### src/hdl/sabc_pkg.sv
// Shared types and codes for the scaled alpha blit compositor.
`timescale 1ns / 1ps
package sabc_pkg;
   localparam logic [1:0] REQ_LOAD  = 2'd0;
   localparam logic [1:0] REQ_COMP  = 2'd1;
   localparam logic [1:0] REQ_READ  = 2'd2;
   localparam logic [1:0] REQ_CLEAR = 2'd3;

   localparam logic [1:0] ST_DONE = 2'd0;
   localparam logic [1:0] ST_SKIP = 2'd1;
   localparam logic [1:0] ST_READ = 2'd2;

   localparam logic [2:0] CSR_DEST_X    = 3'd0;
   localparam logic [2:0] CSR_DEST_Y    = 3'd1;
   localparam logic [2:0] CSR_DEST_W    = 3'd2;
   localparam logic [2:0] CSR_DEST_H    = 3'd3;
   localparam logic [2:0] CSR_SRC_W     = 3'd4;
   localparam logic [2:0] CSR_SRC_H     = 3'd5;
   localparam logic [2:0] CSR_SRC_ALPHA = 3'd6;

   typedef struct packed {
      logic [1:0]  kind;
      logic        in_range;
      logic [17:0] index;
      logic [31:0] rgba;
   } cmd_type;

   typedef struct packed {
      logic [7:0] dest_x;
      logic [7:0] dest_y;
      logic [8:0] dest_width;
      logic [8:0] dest_height;
      logic [9:0] src_width;
      logic [9:0] src_height;
      logic       src_has_alpha;
   } cfg_type;

   typedef struct packed {
      logic        strobe;
      logic [1:0]  status;
      logic [31:0] rgba;
      logic [16:0] count;
   } rsp_type;
endpackage

### src/hdl/sabc_front.sv
// Front end: takes requests, range-checks the index and queues them.
`timescale 1ns / 1ps
module sabc_front #(
   parameter int ATLAS_SIDE   = 256,
   parameter int SRC_EDGE_MAX = 512
) (
   input  logic             clock,
   input  logic             reset,
   input  logic             start,
   input  logic             hold,
   output logic             busy,
   input  logic [1:0]       req_type,
   input  logic [17:0]      req_pixel_index,
   input  logic [31:0]      req_pixel_rgba,
   input  logic             pop,
   output logic             head_valid,
   output sabc_pkg::cmd_type head
);
   import sabc_pkg::*;

   localparam int ATLAS_WORDS = ATLAS_SIDE * ATLAS_SIDE;
   localparam int SRC_WORDS   = SRC_EDGE_MAX * SRC_EDGE_MAX;

   cmd_type     queue_ff [4];
   logic [1:0]  wr_ptr_ff, rd_ptr_ff;
   logic [2:0]  count_ff;
   logic        push;
   logic        take;
   logic [23:0] idx_wide;
   cmd_type     cmd;

   assign busy       = (count_ff == 3'd4) || hold;
   assign push       = start && !busy;
   assign head_valid = (count_ff != 3'd0);
   assign take       = pop && head_valid;
   assign head       = queue_ff[rd_ptr_ff];
   assign idx_wide   = {6'd0, req_pixel_index};

   always_comb begin
      cmd.kind  = req_type;
      cmd.index = req_pixel_index;
      cmd.rgba  = req_pixel_rgba;
      case (req_type)
         REQ_LOAD: cmd.in_range = idx_wide < 24'(SRC_WORDS);
         REQ_READ: cmd.in_range = idx_wide < 24'(ATLAS_WORDS);
         default:  cmd.in_range = 1'b1;
      endcase
   end

   always_ff @(posedge clock) begin
      if (reset) begin
         wr_ptr_ff <= 2'd0;
         rd_ptr_ff <= 2'd0;
         count_ff  <= 3'd0;
      end else begin
         if (push) begin
            wr_ptr_ff <= wr_ptr_ff + 2'd1;
         end
         if (take) begin
            rd_ptr_ff <= rd_ptr_ff + 2'd1;
         end
         count_ff <= count_ff + {2'd0, push} - {2'd0, take};
      end
      if (push) begin
         queue_ff[wr_ptr_ff] <= cmd;
      end
   end
endmodule

### config.mk
export PLATFORM = sky130hd
export DESIGN_NAME = sabc_front
export DESIGN_NICKNAME = d
export VERILOG_FILES = /design/src/hdl/sabc_pkg.sv /design/src/hdl/sabc_front.sv
export SDC_FILE = /design/constraint.sdc
export NUM_CORES = 1
export LEC_CHECK = 0
export ABC_AREA = 1
export BUFFER_PORTS_ARGS = -buffer_cell sky130_fd_sc_hd__buf_4
export CAP_MARGIN = 20
export CORE_MARGIN = 8
export CORE_UTILIZATION = 45
export CTS_CLUSTER_DIAMETER = 40
export DETAILED_ROUTE_END_ITERATION = 6
export PLACE_DENSITY = 0.62
export SETUP_SLACK_MARGIN = 0.05
export SYNTH_ARGS = -nofsm -noshare
export SYNTH_HDL_FRONTEND = slang
export SYNTH_SLANG_ARGS = --single-unit
### constraint.sdc
create_clock -name clock -period 4.67 [get_ports clock]
set_clock_uncertainty 0.05 [all_clocks]
set_input_delay 0.7005 -clock clock [delete_from_list [all_inputs] [get_ports clock]]
set_output_delay 0.7005 -clock clock [all_outputs]
set_load 0.01 [all_outputs]
### Word level (Yosys, flattened, before mapping)

Memory sizes are Yosys's and may differ from the RTL's. A register that Yosys moved wholly into a read port is not among the register bits.
Index checks and enable logic that the tools add are counted.

* flip-flop bits (word level): 7
* logic and storage cells: 23
* bits of input ports: 57
* RAM bits: 212
* memories kept: 1
* output and inout bits: 55

Memories
* queue_ff: words 4, bits a word 53, read ports 1, clocked after Yosys merged registers in 1, wr ports 1, line sabc_front.sv:24 `cmd_type queue_ff [4];`

* reductions and logical operators: 6
* mux-type cells: 5
* $lt $le $gt $ge: 2
* eq/ne operators: 2
* add/sub/neg operators: 4

Operators with widths (number)
* 18-bit by 19-bit less-than comparator with 1-bit output (second input constant): 1
* 18-bit by 17-bit less-than comparator with 1-bit output (second input constant): 1
* 2-bit by 1-bit adder with 2-bit output (second input constant): 2
* 2-bit 2-to-1 mux: 2
* 3-bit by 1-bit adder with 3-bit output: 1
* 3-bit == test (second input constant): 1
* 3-bit nonzero test: 1
* 3-bit by 1-bit subtractor with 3-bit output: 1
* 2-bit == test (second input constant): 1
* 1-bit logical AND: 2
* 2-bit logical NOT: 1
* 1-bit 2-to-1 mux: 2
* 1-bit case mux with 2 select lines: 1
* 1-bit logical NOT: 1
* 1-bit logical OR: 1

### Logic depth before layout (Yosys ltp)

* depth after elaboration: 6
* depth in mapped cells: 11
* gate-level depth less buffers: 11

### Worst setup path before layout

OpenSTA, ideal clock, no wires.

* kind: input-to-reg
* start: in hold
* end: mem queue_ff[0][0] (netlist bit) (enable)
* data required time: 4.156 ns
* stages on the path: 3
* setup slack: 0.974 ns
* setup time: 0.464 ns
* path buffers: 0
* arrival time: 3.182 ns
* cells stage by stage: inv_1 nand3_2 nor2_1

* word-level cells in the longest chain between the ends: 5

RTL lines
* start, declared: line sabc_front.sv:10 `input logic hold,`
* 1-bit logical OR: line sabc_front.sv:32 `assign busy = (count_ff == 3'd4) || hold;`
* 1-bit logical NOT: line sabc_front.sv:33 `assign push = start && !busy;`
* 1-bit logical AND: line sabc_front.sv:33
* 1-bit 2-to-1 mux: line sabc_front.sv:64 `if (push) begin`
* 1-bit 2-to-1 mux (implied by the code): line sabc_front.sv:65 `queue_ff[wr_ptr_ff] <= cmd;`
* end, declared: line sabc_front.sv:24

No other way between the ends.

==> flow_summary.ini <==
[critical_path]
worstPathRequired_ps = 3920
critPathBufInv = 3
crit_arrival_ps = 2590
crit_family = buffers and inverters
crit_top_cell = buf_4
cp_cell_sequence = buf_4 > inv_2 > o21ai_0 > o22ai_1 > buf_4
critPathMaxStageDelay_ps = 760
r2r_cells = 5
critPathCaptureType = output pin
slowest_stage = inv_2
r2r_end = queue_ff[0][27]
crit_fanout = 54
r2r_setup_slack_ps = 2150
crit_type = reg2out
start_kind = register
r2r_start = count_ff[1]

[cts]
clock_latency_ps = 510
cts_sinks = 221
path_clk_slew_ps = 60
cts_tree = built
htreeDepth = 1
numCtsBuffers = 28
ctsResizeCount = 0
hold_buffers = 0
ctsLongestPathBuffers = 3
cts-root-buf = clkbuf_16
cts_setup_buffers = 0

[timing]
setup_viol = 0
max_freq_mhz = 299
fin_tns_setup_ps = 0
hold_viol = 0
tightestPinTransition_ps = 1060
rsz0062_at_grt = no
fin_crit_sh_pct = 71.6
fin_crit_ps = 3350
relSlewSlack_pct = 29.5
final-max-slew-violation-count = 0

[floorplanning]
start_util_pct = 45.5
die_h_um = 156
fp.dieW_um = 156
dieArea_mm2 = 0.0242
core_mm2 = 0.0193
rows = 51
ios = 112

[worst_hold_path]
whs_path_depth = 2
min_delay_worst_endpoint = count_ff[0]
hold_class = in2reg
hp-start = reset

[drt]
first_iter_violations = 304
drc = 0
vias = 5132
routed_wl_mm = 18.8
antenna_left = 0
post_drt_wl_per_cell_um = 19.0
avgViaCountPerCell = 5.19
drt_pass1_iterations = 4

[global_route]
grt_max_degree = 107
grt_pass1_wl_mm = 29.4
track_usage_pct = 15.4
grt.overflow.total = 0
antenna_found_initial = 0
grt_pass1_vias = 5473

[placement]
place_area_mm2 = 0.00977
place.port_buffers = 111
place_congestion = 0.787
hpwl_mm = 10.8

[synthesis]
synthArstFlopShare_pct = 0
synth_cell_types = 26
synthTopCellsByArea = edfxtp_1 73%, o22ai_2 5.7%, o21ai_0 5.6%
synth_fp_nets = 650
yosysTopAreaCellShare_pct = 72.7
ys.flop_type = edfxtp_1
synth_area_mm2 = 0.00876
ys_seq_area_share_pct = 74.7
syn_inst = 586
ys_seq_elements = 221
synth_edf_count = 212
ys_warn_count = 0
yosys.area.top_type = edfxtp_1
avgSynthCellArea_um2 = 14.9

[finish]
final_common_cell = edfxtp_1
diodes = 0
num-fill-cells = 1578
fin_nets = 766
syn_to_final_growth_pct = 22.1
mostFrequentLayoutCells = 212 x edfxtp_1, 120 x buf_4, 98 x o21ai_0
stdcell_area_mm2 = 0.0107
drive_above_1_share_pct = 35.6

[pwr]
vdd_drop_max_uv = 363
p_per_area_mw_per_mm2 = 533
p_leak_nw = 3.73

[flow_run]
drv_cap = 0

[status]
status = finished clean
## metal layers
metal / global-route usage, % / routed length, µm / up-vias
met4: 4.16 / 328 / 0
met3: 3.61 / 947 / 33
met2: 26.4 / 9300 / 131
li1: - / - / 2407
met5: 0 / 0 / -
met1: 19.3 / 8260 / 2561
## kinds of logic (layout without fill, tap and decap cells)
family	count (synthesis)	in the layout	synth area share (%)
XOR/XNOR	1	1	0.100
AND/OR/NAND/NOR	136	136	7.14
AO/OA/AOI/OAI	163	163	13.0
buffers and inverters	58	196	3.99
adder cells (fa/ha/maj)	7	7	1.09
flip-flops	221	221	74.7
## where the power goes
| part | leakage, nW | switching, mW | internal (mW) |
|---|---|---|---|
| clock | 0.423 | 0.848 | 1.21 |
| sequential | 2.00 | 0.0580 | 2.29 |
| combinational | 1.31 | 0.774 | 0.514 |
## through the flow
step	hold slack (ps)	cells	worst slack (ps)	utilization (%)	power (mW)
floorplan	409	586	974	-	3.20
global placement	430	937	1790	50.7	3.68
detailed placement	442	937	1730	50.7	3.70
CTS	295	989	1230	55.5	5.76
global route	303	989	1140	55.5	5.96
finish	318	989	1320	55.5	5.70
## registers in the layout, summed over array words and instances (netlist names), named ones only
name       count
rd_ptr_ff      2
queue_ff     212
wr_ptr_ff      2
count_ff       3
## cell usage after synthesis, types with 2 or more instances
cell and n:
ha_1 6, clkbuf_2 6, inv_1 22, dfxtp_1 9
buf_6 2, clkbuf_1 3, nor2_1 79, o22ai_2 40
buf_12 5, nand2_1 12, edfxtp_1 212, buf_2 18
o21ai_1 10, nor2_2 40, o22ai_1 13, o21ai_0 98
nand4_1 2
## area by class of cell
cell class | count | area [µm²] | area share [%]
Clock inverter | 23 | 194 | 1.81
Timing Repair Buffer | 120 | 901 | 8.42
Multi-Input combinational cell | 307 | 1890 | 17.7
Inverter | 24 | 95.1 | 0.889
Sequential cell | 221 | 6550 | 61.3
Clock buffer | 29 | 726 | 6.79
Tap cell | 265 | 332 | 3.10
## how the worst max path moves through the flow
stage	from	to	slack, ps	cells after the start
floorplan	hold	queue_ff[0][0]	970	3
global placement	hold	queue_ff[0][29]	1790	5
detailed placement	hold	queue_ff[0][40]	1730	5
CTS	register	head[48]	1230	5
global route	register	head[48]	1140	5
finish	register	head[48]	1320	5
No activity file was read; power rests on OpenSTA's default activity.
