$ cat config.mk
export PLATFORM = sky130hd
export DESIGN_NAME = sabc_back
export DESIGN_NICKNAME = d
export VERILOG_FILES = /design/src/hdl/sabc_pkg.sv /design/src/hdl/sabc_div.sv /design/src/hdl/sabc_back.sv
export SDC_FILE = /design/constraint.sdc
export NUM_CORES = 2
export LEC_CHECK = 0
export ABC_AREA = 1
export BUFFER_PORTS_ARGS = -buffer_cell sky130_fd_sc_hd__buf_2
export CORE_MARGIN = 2
export CORE_UTILIZATION = 68
export CTS_CLUSTER_DIAMETER = 30
export DETAILED_ROUTE_END_ITERATION = 12
export HOLD_SLACK_MARGIN = 0.08
export MAX_ROUTING_LAYER = met4
export PLACE_DENSITY = 0.92
export SYNTH_ARGS = -nofsm -noshare
export SYNTH_HDL_FRONTEND = slang
export SYNTH_SLANG_ARGS = --single-unit
$ cat constraint.sdc
create_clock -name clock -period 16.3 [get_ports clock]
set_input_delay 1.63 -clock clock [delete_from_list [all_inputs] [get_ports clock]]
set_output_delay 1.63 -clock clock [all_outputs]
set_load 0.02 [all_outputs]
$ cat src/hdl/sabc_pkg.sv
// Shared types and codes for the scaled alpha blit compositor.
`timescale 1ns / 1ps
package sabc_pkg;
   localparam logic [1:0] REQ_LOAD  = 2'd0;
   localparam logic [1:0] REQ_COMP  = 2'd1;
   localparam logic [1:0] REQ_READ  = 2'd2;
   localparam logic [1:0] REQ_CLEAR = 2'd3;

   localparam logic [1:0] ST_DONE = 2'd0;
   localparam logic [1:0] ST_SKIP = 2'd1;
   localparam logic [1:0] ST_READ = 2'd2;

   localparam logic [2:0] CSR_DEST_X    = 3'd0;
   localparam logic [2:0] CSR_DEST_Y    = 3'd1;
   localparam logic [2:0] CSR_DEST_W    = 3'd2;
   localparam logic [2:0] CSR_DEST_H    = 3'd3;
   localparam logic [2:0] CSR_SRC_W     = 3'd4;
   localparam logic [2:0] CSR_SRC_H     = 3'd5;
   localparam logic [2:0] CSR_SRC_ALPHA = 3'd6;

   typedef struct packed {
      logic [1:0]  kind;
      logic        in_range;
      logic [17:0] index;
      logic [31:0] rgba;
   } cmd_type;

   typedef struct packed {
      logic [7:0] dest_x;
      logic [7:0] dest_y;
      logic [8:0] dest_width;
      logic [8:0] dest_height;
      logic [9:0] src_width;
      logic [9:0] src_height;
      logic       src_has_alpha;
   } cfg_type;

   typedef struct packed {
      logic        strobe;
      logic [1:0]  status;
      logic [31:0] rgba;
      logic [16:0] count;
   } rsp_type;
endpackage

$ cat src/hdl/sabc_div.sv
// Restoring divider, one quotient bit per cycle, for the rectangle scale steps.
`timescale 1ns / 1ps
module sabc_div (
   input  logic       clock,
   input  logic       reset,
   input  logic       start,
   input  logic [9:0] numer,
   input  logic [8:0] denom,
   output logic       done,
   output logic [9:0] quot,
   output logic [8:0] rem
);
   logic       active_ff, active_in;
   logic       done_ff, done_in;
   logic [3:0] cnt_ff, cnt_in;
   logic [9:0] num_ff, num_in;
   logic [9:0] quot_ff, quot_in;
   logic [8:0] rem_ff, rem_in;
   logic [8:0] den_ff, den_in;
   logic [9:0] shifted;

   always_comb begin
      active_in = active_ff;
      done_in   = 1'b0;
      cnt_in    = cnt_ff;
      num_in    = num_ff;
      quot_in   = quot_ff;
      rem_in    = rem_ff;
      den_in    = den_ff;
      shifted   = {rem_ff, num_ff[9]};
      if (start) begin
         active_in = 1'b1;
         cnt_in    = 4'd0;
         num_in    = numer;
         den_in    = denom;
         rem_in    = 9'd0;
         quot_in   = 10'd0;
      end else if (active_ff) begin
         num_in = {num_ff[8:0], 1'b0};
         if (shifted >= {1'b0, den_ff}) begin
            rem_in  = 9'(shifted - {1'b0, den_ff});
            quot_in = {quot_ff[8:0], 1'b1};
         end else begin
            rem_in  = shifted[8:0];
            quot_in = {quot_ff[8:0], 1'b0};
         end
         cnt_in = cnt_ff + 4'd1;
         if (cnt_ff == 4'd9) begin
            active_in = 1'b0;
            done_in   = 1'b1;
         end
      end
   end

   always_ff @(posedge clock) begin
      if (reset) begin
         active_ff <= 1'b0;
         done_ff   <= 1'b0;
         cnt_ff    <= 4'd0;
      end else begin
         active_ff <= active_in;
         done_ff   <= done_in;
         cnt_ff    <= cnt_in;
      end
      num_ff  <= num_in;
      quot_ff <= quot_in;
      rem_ff  <= rem_in;
      den_ff  <= den_in;
   end

   assign done = done_ff;
   assign quot = quot_ff;
   assign rem  = rem_ff;
endmodule

$ cat src/hdl/sabc_back.sv
// Back end: executes loads, reads, clears and composite runs on the two stores.
`timescale 1ns / 1ps
module sabc_back #(
   parameter int ATLAS_SIDE   = 256,
   parameter int SRC_EDGE_MAX = 512
) (
   input  logic                                 clock,
   input  logic                                 reset,
   input  sabc_pkg::cfg_type                    cfg,
   input  logic                                 head_valid,
   input  sabc_pkg::cmd_type                    head,
   output logic                                 pop,
   output logic                                 init_busy,
   output logic                                 src_we,
   output logic [2*$clog2(SRC_EDGE_MAX)-1:0]    src_waddr,
   output logic [31:0]                          src_wdata,
   output logic [2*$clog2(SRC_EDGE_MAX)-1:0]    src_raddr,
   input  logic [31:0]                          src_rdata,
   output logic                                 atl_we,
   output logic [2*$clog2(ATLAS_SIDE)-1:0]      atl_waddr,
   output logic [31:0]                          atl_wdata,
   output logic [2*$clog2(ATLAS_SIDE)-1:0]      atl_raddr,
   input  logic [31:0]                          atl_rdata,
   output sabc_pkg::rsp_type                    rsp
);
   import sabc_pkg::*;

   localparam int LA  = $clog2(ATLAS_SIDE);
   localparam int AAW = 2 * LA;
   localparam int SAW = 2 * $clog2(SRC_EDGE_MAX);

   localparam logic [3:0] S_INIT = 4'd0;
   localparam logic [3:0] S_IDLE = 4'd1;
   localparam logic [3:0] S_CLR  = 4'd2;
   localparam logic [3:0] S_CHK  = 4'd3;
   localparam logic [3:0] S_DIVX = 4'd4;
   localparam logic [3:0] S_DIVY = 4'd5;
   localparam logic [3:0] S_MUL  = 4'd6;
   localparam logic [3:0] S_SEL  = 4'd7;
   localparam logic [3:0] S_ADDR = 4'd8;
   localparam logic [3:0] S_SRD  = 4'd9;
   localparam logic [3:0] S_SDAT = 4'd10;
   localparam logic [3:0] S_ADAT = 4'd11;
   localparam logic [3:0] S_WR   = 4'd12;
   localparam logic [3:0] S_NEXT = 4'd13;

   function automatic logic [7:0] blend(input logic [7:0] d, input logic [7:0] s,
                                        input logic [7:0] a);
      logic [15:0] p_dst;
      logic [15:0] p_src;
      logic [15:0] sum;
      p_dst = {8'd0, 8'd255 - a} * {8'd0, d};
      p_src = {8'd0, a} * {8'd0, s};
      sum   = p_dst + p_src;
      return sum[15:8];
   endfunction

   logic [3:0]     state_ff, state_in;
   logic [AAW-1:0] clr_ff, clr_in;
   logic           rd_pend_ff, rd_pend_in;
   logic           rd_ok_ff, rd_ok_in;
   rsp_type        rsp_ff, rsp_in;
   logic           full_ff, full_in;
   logic [9:0]     qx_ff, qx_in, qy_ff, qy_in;
   logic [8:0]     rx0_ff, rx0_in, ry0_ff, ry0_in;
   logic [8:0]     x_ff, x_in, y_ff, y_in;
   logic [9:0]     sxa_ff, sxa_in, sya_ff, sya_in;
   logic [8:0]     rxa_ff, rxa_in, rya_ff, rya_in;
   logic [19:0]    prodx_ff, prodx_in, prody_ff, prody_in;
   logic [AAW-1:0] dst_ff, dst_in;
   logic [9:0]     sx_ff, sx_in, sy_ff, sy_in;
   logic [SAW-1:0] saddr_ff, saddr_in;
   logic [31:0]    texel_ff, texel_in;
   logic [31:0]    wdata_ff, wdata_in;
   logic [16:0]    count_ff, count_in;

   logic           div_start, div_done;
   logic [9:0]     div_numer, div_quot;
   logic [8:0]     div_denom, div_rem;
   logic [23:0]    idx_wide;
   logic [9:0]     col, row;
   logic [19:0]    sxv, syv, limx, limy;
   logic [19:0]    lin_prod;
   logic [21:0]    lin;
   logic [9:0]     rx_sum, ry_sum;
   logic           skip;

   sabc_div u_div (
      .clock (clock),
      .reset (reset),
      .start (div_start),
      .numer (div_numer),
      .denom (div_denom),
      .done  (div_done),
      .quot  (div_quot),
      .rem   (div_rem)
   );

   assign idx_wide  = {6'd0, head.index};
   assign init_busy = (state_ff == S_INIT);
   assign src_waddr = idx_wide[SAW-1:0];
   assign src_wdata = head.rgba;
   assign src_raddr = saddr_ff;
   assign atl_raddr = (state_ff == S_IDLE) ? idx_wide[AAW-1:0] : dst_ff;
   assign rsp       = rsp_ff;

   assign col      = 10'(cfg.dest_x) + 10'(x_ff);
   assign row      = 10'(cfg.dest_y) + 10'(y_ff);
   assign sxv      = full_ff ? (prodx_ff >> LA) : 20'(sxa_ff);
   assign syv      = full_ff ? (prody_ff >> LA) : 20'(sya_ff);
   assign limx     = 20'(cfg.src_width) - 20'd1;
   assign limy     = 20'(cfg.src_height) - 20'd1;
   assign lin_prod = sy_ff * cfg.src_width;
   assign lin      = {2'd0, lin_prod} + {12'd0, sx_ff};
   assign rx_sum   = {1'b0, rxa_ff} + {1'b0, rx0_ff};
   assign ry_sum   = {1'b0, rya_ff} + {1'b0, ry0_ff};

   assign skip = (cfg.src_width == 10'd0) || (cfg.src_height == 10'd0) ||
                 (32'(cfg.src_width) > 32'(SRC_EDGE_MAX)) ||
                 (32'(cfg.src_height) > 32'(SRC_EDGE_MAX)) ||
                 (cfg.dest_width == 9'd0) || (cfg.dest_height == 9'd0) ||
                 (32'(cfg.dest_x) + 32'(cfg.dest_width) > 32'(ATLAS_SIDE)) ||
                 (32'(cfg.dest_y) + 32'(cfg.dest_height) > 32'(ATLAS_SIDE));

   always_comb begin
      state_in   = state_ff;
      clr_in     = clr_ff;
      rd_pend_in = 1'b0;
      rd_ok_in   = rd_ok_ff;
      rsp_in     = rsp_ff;
      rsp_in.strobe = 1'b0;
      full_in    = full_ff;
      qx_in      = qx_ff;
      qy_in      = qy_ff;
      rx0_in     = rx0_ff;
      ry0_in     = ry0_ff;
      x_in       = x_ff;
      y_in       = y_ff;
      sxa_in     = sxa_ff;
      sya_in     = sya_ff;
      rxa_in     = rxa_ff;
      rya_in     = rya_ff;
      prodx_in   = prodx_ff;
      prody_in   = prody_ff;
      dst_in     = dst_ff;
      sx_in      = sx_ff;
      sy_in      = sy_ff;
      saddr_in   = saddr_ff;
      texel_in   = texel_ff;
      wdata_in   = wdata_ff;
      count_in   = count_ff;
      pop        = 1'b0;
      src_we     = 1'b0;
      atl_we     = 1'b0;
      atl_waddr  = dst_ff;
      atl_wdata  = wdata_ff;
      div_start  = 1'b0;
      div_numer  = cfg.src_width;
      div_denom  = cfg.dest_width;

      // read data comes back in the cycle after the address
      if (rd_pend_ff) begin
         rsp_in.strobe = 1'b1;
         rsp_in.status = ST_READ;
         rsp_in.rgba   = rd_ok_ff ? atl_rdata : 32'd0;
         rsp_in.count  = 17'd0;
      end

      case (state_ff)
         S_INIT, S_CLR: begin
            atl_we    = 1'b1;
            atl_waddr = clr_ff;
            atl_wdata = 32'd0;
            clr_in    = clr_ff + AAW'(1);
            if (&clr_ff) begin
               state_in = S_IDLE;
            end
         end
         S_IDLE: begin
            if (head_valid) begin
               pop = 1'b1;
               case (head.kind)
                  REQ_LOAD: src_we = head.in_range;
                  REQ_COMP: state_in = S_CHK;
                  REQ_READ: begin
                     rd_pend_in = 1'b1;
                     rd_ok_in   = head.in_range;
                  end
                  default: begin
                     clr_in   = '0;
                     state_in = S_CLR;
                  end
               endcase
            end
         end
         S_CHK: begin
            if (skip) begin
               rsp_in.strobe = 1'b1;
               rsp_in.status = ST_SKIP;
               rsp_in.rgba   = 32'd0;
               rsp_in.count  = 17'd0;
               state_in      = S_IDLE;
            end else begin
               full_in   = (32'(cfg.src_width) >= 32'(ATLAS_SIDE)) &&
                           (32'(cfg.src_height) >= 32'(ATLAS_SIDE));
               div_start = 1'b1;
               state_in  = S_DIVX;
            end
         end
         S_DIVX: begin
            if (div_done) begin
               qx_in     = div_quot;
               rx0_in    = div_rem;
               div_start = 1'b1;
               div_numer = cfg.src_height;
               div_denom = cfg.dest_height;
               state_in  = S_DIVY;
            end
         end
         S_DIVY: begin
            if (div_done) begin
               qy_in    = div_quot;
               ry0_in   = div_rem;
               x_in     = 9'd0;
               y_in     = 9'd0;
               sxa_in   = 10'd0;
               sya_in   = 10'd0;
               rxa_in   = 9'd0;
               rya_in   = 9'd0;
               count_in = 17'd0;
               state_in = S_MUL;
            end
         end
         S_MUL: begin
            prodx_in = col * cfg.src_width;
            prody_in = row * cfg.src_height;
            dst_in   = {row[LA-1:0], col[LA-1:0]};
            state_in = S_SEL;
         end
         S_SEL: begin
            sx_in    = (sxv > limx) ? limx[9:0] : sxv[9:0];
            sy_in    = (syv > limy) ? limy[9:0] : syv[9:0];
            state_in = S_ADDR;
         end
         S_ADDR: begin
            saddr_in = lin[SAW-1:0];
            state_in = S_SRD;
         end
         S_SRD: begin
            state_in = S_SDAT;
         end
         S_SDAT: begin
            texel_in = src_rdata;
            // drop fully transparent texels
            state_in = (src_rdata[31:24] == 8'd0) ? S_NEXT : S_ADAT;
         end
         S_ADAT: begin
            if (cfg.src_has_alpha) begin
               wdata_in = {8'hFF,
                           blend(atl_rdata[23:16], texel_ff[23:16], texel_ff[31:24]),
                           blend(atl_rdata[15:8], texel_ff[15:8], texel_ff[31:24]),
                           blend(atl_rdata[7:0], texel_ff[7:0], texel_ff[31:24])};
            end else begin
               wdata_in = {8'hFF, texel_ff[23:0]};
            end
            state_in = S_WR;
         end
         S_WR: begin
            atl_we   = 1'b1;
            count_in = count_ff + 17'd1;
            state_in = S_NEXT;
         end
         S_NEXT: begin
            state_in = S_MUL;
            if (x_ff == 9'(cfg.dest_width - 9'd1)) begin
               x_in   = 9'd0;
               sxa_in = 10'd0;
               rxa_in = 9'd0;
               if (y_ff == 9'(cfg.dest_height - 9'd1)) begin
                  rsp_in.strobe = 1'b1;
                  rsp_in.status = ST_DONE;
                  rsp_in.rgba   = 32'd0;
                  rsp_in.count  = count_ff;
                  state_in      = S_IDLE;
               end else begin
                  y_in = y_ff + 9'd1;
                  if (ry_sum >= {1'b0, cfg.dest_height}) begin
                     rya_in = 9'(ry_sum - {1'b0, cfg.dest_height});
                     sya_in = sya_ff + qy_ff + 10'd1;
                  end else begin
                     rya_in = ry_sum[8:0];
                     sya_in = sya_ff + qy_ff;
                  end
               end
            end else begin
               x_in = x_ff + 9'd1;
               // step the column quotient and carry the remainder
               if (rx_sum >= {1'b0, cfg.dest_width}) begin
                  rxa_in = 9'(rx_sum - {1'b0, cfg.dest_width});
                  sxa_in = sxa_ff + qx_ff + 10'd1;
               end else begin
                  rxa_in = rx_sum[8:0];
                  sxa_in = sxa_ff + qx_ff;
               end
            end
         end
         default: state_in = S_IDLE;
      endcase
   end

   always_ff @(posedge clock) begin
      if (reset) begin
         state_ff      <= S_INIT;
         clr_ff        <= '0;
         rd_pend_ff    <= 1'b0;
         rsp_ff.strobe <= 1'b0;
      end else begin
         state_ff      <= state_in;
         clr_ff        <= clr_in;
         rd_pend_ff    <= rd_pend_in;
         rsp_ff.strobe <= rsp_in.strobe;
      end
      rsp_ff.status <= rsp_in.status;
      rsp_ff.rgba   <= rsp_in.rgba;
      rsp_ff.count  <= rsp_in.count;
      rd_ok_ff <= rd_ok_in;
      full_ff  <= full_in;
      qx_ff    <= qx_in;
      qy_ff    <= qy_in;
      rx0_ff   <= rx0_in;
      ry0_ff   <= ry0_in;
      x_ff     <= x_in;
      y_ff     <= y_in;
      sxa_ff   <= sxa_in;
      sya_ff   <= sya_in;
      rxa_ff   <= rxa_in;
      rya_ff   <= rya_in;
      prodx_ff <= prodx_in;
      prody_ff <= prody_in;
      dst_ff   <= dst_in;
      sx_ff    <= sx_in;
      sy_ff    <= sy_in;
      saddr_ff <= saddr_in;
      texel_ff <= texel_in;
      wdata_ff <= wdata_in;
      count_ff <= count_in;
   end
endmodule

======== Word-level counts from Yosys, hierarchy flattened ========
Cells that the tools add are included.
storage, ports and cells
  output and inout bits ................... 188
  bits in registers ....................... 388
operators by class
  reductions and logical operators ........ 36
  add/subtract/negate cells ............... 27
  magnitude comparators ................... 11
  bitwise operators ....................... 4
  equal/unequal tests ..................... 26
  mux-type cells .......................... 72
  multipliers ............................. 9
operators by type and width
  kind                   number
  $mux 52                4
  $mux 10                12
  $mux 9                 12
  $pmux 52 s2            1
  $mul 8x8->16           6
  $pmux 9 s2             4
  $mux 16                4
  $mux 32                2
  $pmux 4 s13            1
  $add 16x16->16         3
  $add 8x9->10           4
  $gt 12x20->1           2
  $mul 10x10->20         2
  $pmux 10 s2            2
  $pmux 17 s2            1
  $pmux 16 s2            1
  $ge 10x9->1            3
  $eq 4x4->1 const B     7
  $sub 9x9->9            3
  $mux 12                2
  $mux 24                1
  $sub 10x1->11 const B  2
  $add 10x1->10 const B  2
  $add 10x10->10         2
  other kinds (42)       102

======== Longest topological paths before layout ========
  depth in word-level cells ............... 11
  mapped depth ............................ 34
  mapped depth without buffers ............ 34

======== Hierarchy ========
From an unflattened synthesis, not the netlist that was laid out.
second synthesis, totals
  cell total of the unflattened synthesis .. 5529
  area total of the unflattened synthesis .. 44181.1 µm²
modules (own cells, without submodules)
  module     area an instance (µm²)  cells each  sequential area each (µm²)  instances
  sabc_back  41956.5                 5256        8878.5                      1
  sabc_div   2224.6                  273         1071.0                      1

======== Least setup slack after synthesis ========
No wires, ideal clock.
  kind .................................... input port to flip-flop
  from .................................... input cfg[39] (netlist bit)
  to ...................................... register prody_ff[19], data pin
  cell stages on the path ................. 32
  library setup time ...................... 0.260 ns
  required time ........................... 16.040 ns
  arrival ................................. 7.071 ns
  path slack .............................. 8.969 ns
  cells stage by stage .................... ha_1 -> inv_1 -> fa_1 -> nand3b_1 -> nand2_1 -> a21oi_1 -> o21ai_0 -> nand2_1 -> nand2_1 -> a21oi_1 -> xor2_1 -> nand2_1 -> fa_1 -> inv_1 -> fa_1 -> fa_1 -> fa_1 -> inv_1 -> fa_1 -> inv_1 -> ha_1 -> nand2_1 -> inv_1 -> nand3_1 -> inv_1 -> nand2_1 -> nand2_1 -> a21oi_1 -> inv_1 -> nand2_1 -> o2111ai_1 -> xnor2_1
on the way
  cells in the longest elaborated chain, start to end .. 2
RTL lines
  element               line              RTL
  from (decl)           sabc_back.sv:9    input sabc_pkg::cfg_type cfg,
  $add 8x9->10          sabc_back.sv:108  assign row = 10'(cfg.dest_y) + 10'(y_ff);
  $mul 10x10->20        sabc_back.sv:236  prody_in = row * cfg.src_height;
  to (signal assigned)  sabc_back.sv:339  prody_ff <= prody_in;
  to (decl)             sabc_back.sv:69   logic [19:0] prodx_ff, prodx_in, prody_ff, prody_in;
Every way passes these cells.
A chain may end at the register's enable or synchronous reset.

======== Worst setup path after layout ========
  from .................................... input cfg[47] (netlist bit)
  to ...................................... register prodx_ff[13], data pin
on the way
  cells in the longest elaborated chain, start to end .. 2
RTL lines
  element               line              RTL
  $add 8x9->10          sabc_back.sv:107  assign col = 10'(cfg.dest_x) + 10'(x_ff);
  $mul 10x10->20        sabc_back.sv:235  prodx_in = col * cfg.src_width;
  to (signal assigned)  sabc_back.sv:338  prodx_ff <= prodx_in;
  to (decl)             sabc_back.sv:69
Every way passes these cells.

==> impl_results.md <==
* Worst-skew pair later-pin latency at around 660 ps
* Power Dens Cells at ~100 nW/µm²
* Syn. warnings at 0
* Vias per cell at 5.91
* Die Area at roughly 67000 µm²
* Area growth from synthesis to layout at 11.0%
* First-pass GRT wire length at about 210000 µm
* Iteration count of the initial detailed-routing pass at 8
* Max clock buf depth at 3
* Num CTS Buffers at just over 90
* Die Height at between 200 and 300 µm
* H-tree depth at 3
* Mapped Nets at about 6700
* Cell mode on critical path: fa_1
* WP buf/inv at 5
* CP startpoint: cfg[47]
* Fmax achieved at ~130 MHz
* CTS Hold Buffers Added at 0
* # IOs at around 360
* Crit end category: flop
* Mapped Area at 44200 µm²
* I/O Buffers at about 300
* Most common cell after layout, fill and taps aside: inv_1
* RSZ-0062 raised after global routing: no
* Setup Fix Bufs, Post-CTS at 0
* R2r setup slk at about 9400 ps
* Worst Reg2Reg Path Length in Cells at 21
* Reg2reg end: wdata_ff[23]$_DFFE_PP_
* DR vias at 39300
* CP max-delay cell: fa_1
* Final Cycle Share at between 40 and 50%
* Die width at about 260 µm
* Largest net degree at the start of global routing at 52
* Synth async-reset ratio at 0%
* All-Layer GR Usage at around two fifths
* Hold crit path type: flop to flop
* Crit path kind: primary input to flop
* Register area share after synthesis at a little under a quarter
* Initial antenna violation count at 7
* Fin nets at 6842
* Critical path data required time at between 15000 and 20000 ps
* Top post-synthesis cells by area: fa_1, edfxtp_1, ha_1, inv_1, nand2_1
* # resized after CTS at 0
* Cells after Synth at about 5500
* Period minus WS final at around 7500 ps
* DP Cell Count at between 6000 and 7000
* CP arrival at roughly 7900 ps
* Most frequent cells in the layout: inv_1, nand2_1, fa_1
* Setup Total Neg Slack at 0 ps
* Origin of the critical flop-to-flop path: texel_ff[30]$_DFFE_PN_
* Clock Root Buffer: clkbuf_16
* Largest area contributor in the netlist: fa_1
* Startpoint Class: primary input
* Wire per inst at about 20 µm
* CTS tree: yes
* Final HPWL from detailed placement at slightly above 90000 µm
* Initial Util at between 60% and 70%
* CTS Sinks at approximately 360
* Grt ovf at 0
* RD Place Congestion at 0.982
* WP depth at 27
* Yosys reg bits at roughly 360
* Status: finished, final reports clean
* Relative slew margins at 13.2%
* Setup WS pre-CTS at between 8000 and 9000 ps
* Layout cells sized above 1 at 9.49%
* Post-synth EDFFs at approximately 270
* Total of max-cap violations at 0
* Final wirelength at between 100000 and 150000 µm
* Synth top area share at around 22%
* Core area at around 64000 µm²
* Drc violations at 0
* FP Rows at 93
* Synth Flop Type: edfxtp_1
* Final setup viols at 0
* Synth cell types at 49
* Final Hold Slack at about 470 ps
* Worst Max-Slew Pin Slew at ~1300 ps
* Setup crit end: prodx_ff[13]$_DFFE_PP_
* Fin Clk Skew at between 40 and 50 ps
* Final hold viol count at 0
* Worst-path fanout max at 5
* Number of DRC markers in iteration 0 at between 4000 and 5000
* Delay-heaviest family, CP: adder cells
* Clk pin slew, worst setup/hold paths at around 50 ps
* Leakage power at 0.0267 µW
* Non-Filler Instances at about 6700
* Syn_area_per_cell at 8.00 µm²
* Worst vdd ir at about 0.00011 V
* Vias in the first global route at a little over 40000
* Final Slew Violations at 0
* Slowest cell delay on critical path at 550 ps
* Final setup margin at slightly below 9000 ps
* Antenna viol nets, final at 0
[cell type report]
class / instances / area, µm²
Antenna cell: 9 / 22.5
Clock buffer: 116 / 2610
Clock inverter: 54 / 598
Fill cell: 4061 / 15300
Inverter: 1271 / 4770
Multi-Input combinational cell: 3664 / 28400
Sequential cell: 364 / 9950
Tap cell: 855 / 1070
Timing Repair Buffer: 318 / 1650
[synth_stat cells, drive strengths merged, types with 2 or more instances]
master	n
a21o	9
or2	20
o21a	8
o2111ai	6
xor2	108
o21ai	205
a221oi	2
fa	489
nor3b	8
xnor2	51
edfxtp	266
a21oi	225
inv	1263
nor4	8
a21boi	36
a31oi	9
dfxtp	98
nor2	463
nand4	53
nand2	1204
mux2	34
nor3	52
and2	3
a211oi	8
nand3b	11
ha	468
clkinv	8
buf	99
o21bai	14
clkbuf	128
o211ai	9
nand3	154
o221ai	2
[through the flow]
stage / power (µW) / util [%] / instance area, µm²
2_1_floorplan: 2550 / - / 44200
3_5_place_dp: 2960 / 71.3 / 45900
5_1_grt: 5230 / 76.3 / 49100
6_report: 4920 / 76.3 / 49100
3_3_place_gp: 2910 / 71.3 / 45900
4_1_cts: 4880 / 76.3 / 49100
[worst register-to-register path: stages, from the launching register on]
cell      delay, ps
edfxtp_1        360
buf_4           400
clkinv_1        790
nand2_1         330
fa_1            470
inv_1           100
fa_1            410
fa_1            510
fa_1            470
fa_1            530
inv_1            70
fa_1            480
inv_1            50
ha_1            330
nand2_1         130
o21ai_0         280
a21oi_1         110
o21bai_1        270
a21oi_1         130
or2_2           300
nand3_1          70
nand2_1          60
[sequential cells by signal (all words and copies together), names as in the netlist, 12 cells and up]
| name | cells |
|---|---|
| prody_ff | 12 |
| rsp | 52 |
| clr_ff | 16 |
| texel_ff | 32 |
| wdata_ff | 24 |
| src_raddr | 18 |
| prodx_ff | 12 |
| count_ff | 17 |
| dst_ff | 16 |
[how the worst min path moves through the flow]
stage,start,to,cells past startpoint
floorplan,u_div.quot[9]$_SDFFE_PP0P_,qx_ff[9]$_DFFE_PP_,0
global placement,clr_ff[8]$_SDFFE_PP0P_,clr_ff[8]$_SDFFE_PP0P_,2
detailed placement,u_div.quot[8]$_SDFFE_PP0P_,qy_ff[8]$_DFFE_PP_,0
CTS,u_div.quot[8]$_SDFFE_PP0P_,qy_ff[8]$_DFFE_PP_,0
global route,u_div.quot[8]$_SDFFE_PP0P_,qy_ff[8]$_DFFE_PP_,0
finish,u_div.quot[8]$_SDFFE_PP0P_,qy_ff[8]$_DFFE_PP_,0
[logic make-up (layout without fill, tap and decap cells)]
kind of cell,count (synthesis),after routing,synth area share [%]
other,0,9,0
AO/OA/AOI/OAI,536,536,6.69
adder cells (fa/ha/maj),957,957,35.4
flip-flops,364,364,22.5
AND/OR/NAND/NOR,1978,1978,18.1
multiplexers,34,34,0.866
buffers and inverters,1498,1759,13.3
XOR/XNOR,159,159,3.15
[power breakdown]
group / leakage [µW] / internal [µW] / switching [µW] / total, µW
Sequential: 0.00326 / 1070 / 4.30 / 1070
Clock: 0.00155 / 1270 / 614 / 1890
Combinational: 0.0219 / 758 / 1200 / 1960
[routing by layer]
metal  vias up  global-route usage [%]  routed length [µm]
met4         0                    26.2                9840
met1     18300                    45.2               44400
li1      17300                       -                   -
met5         -                       -                   0
met3       888                    11.4               16300
met2      2770                    65.5               61300
Power figures use the tool's default switching activity.
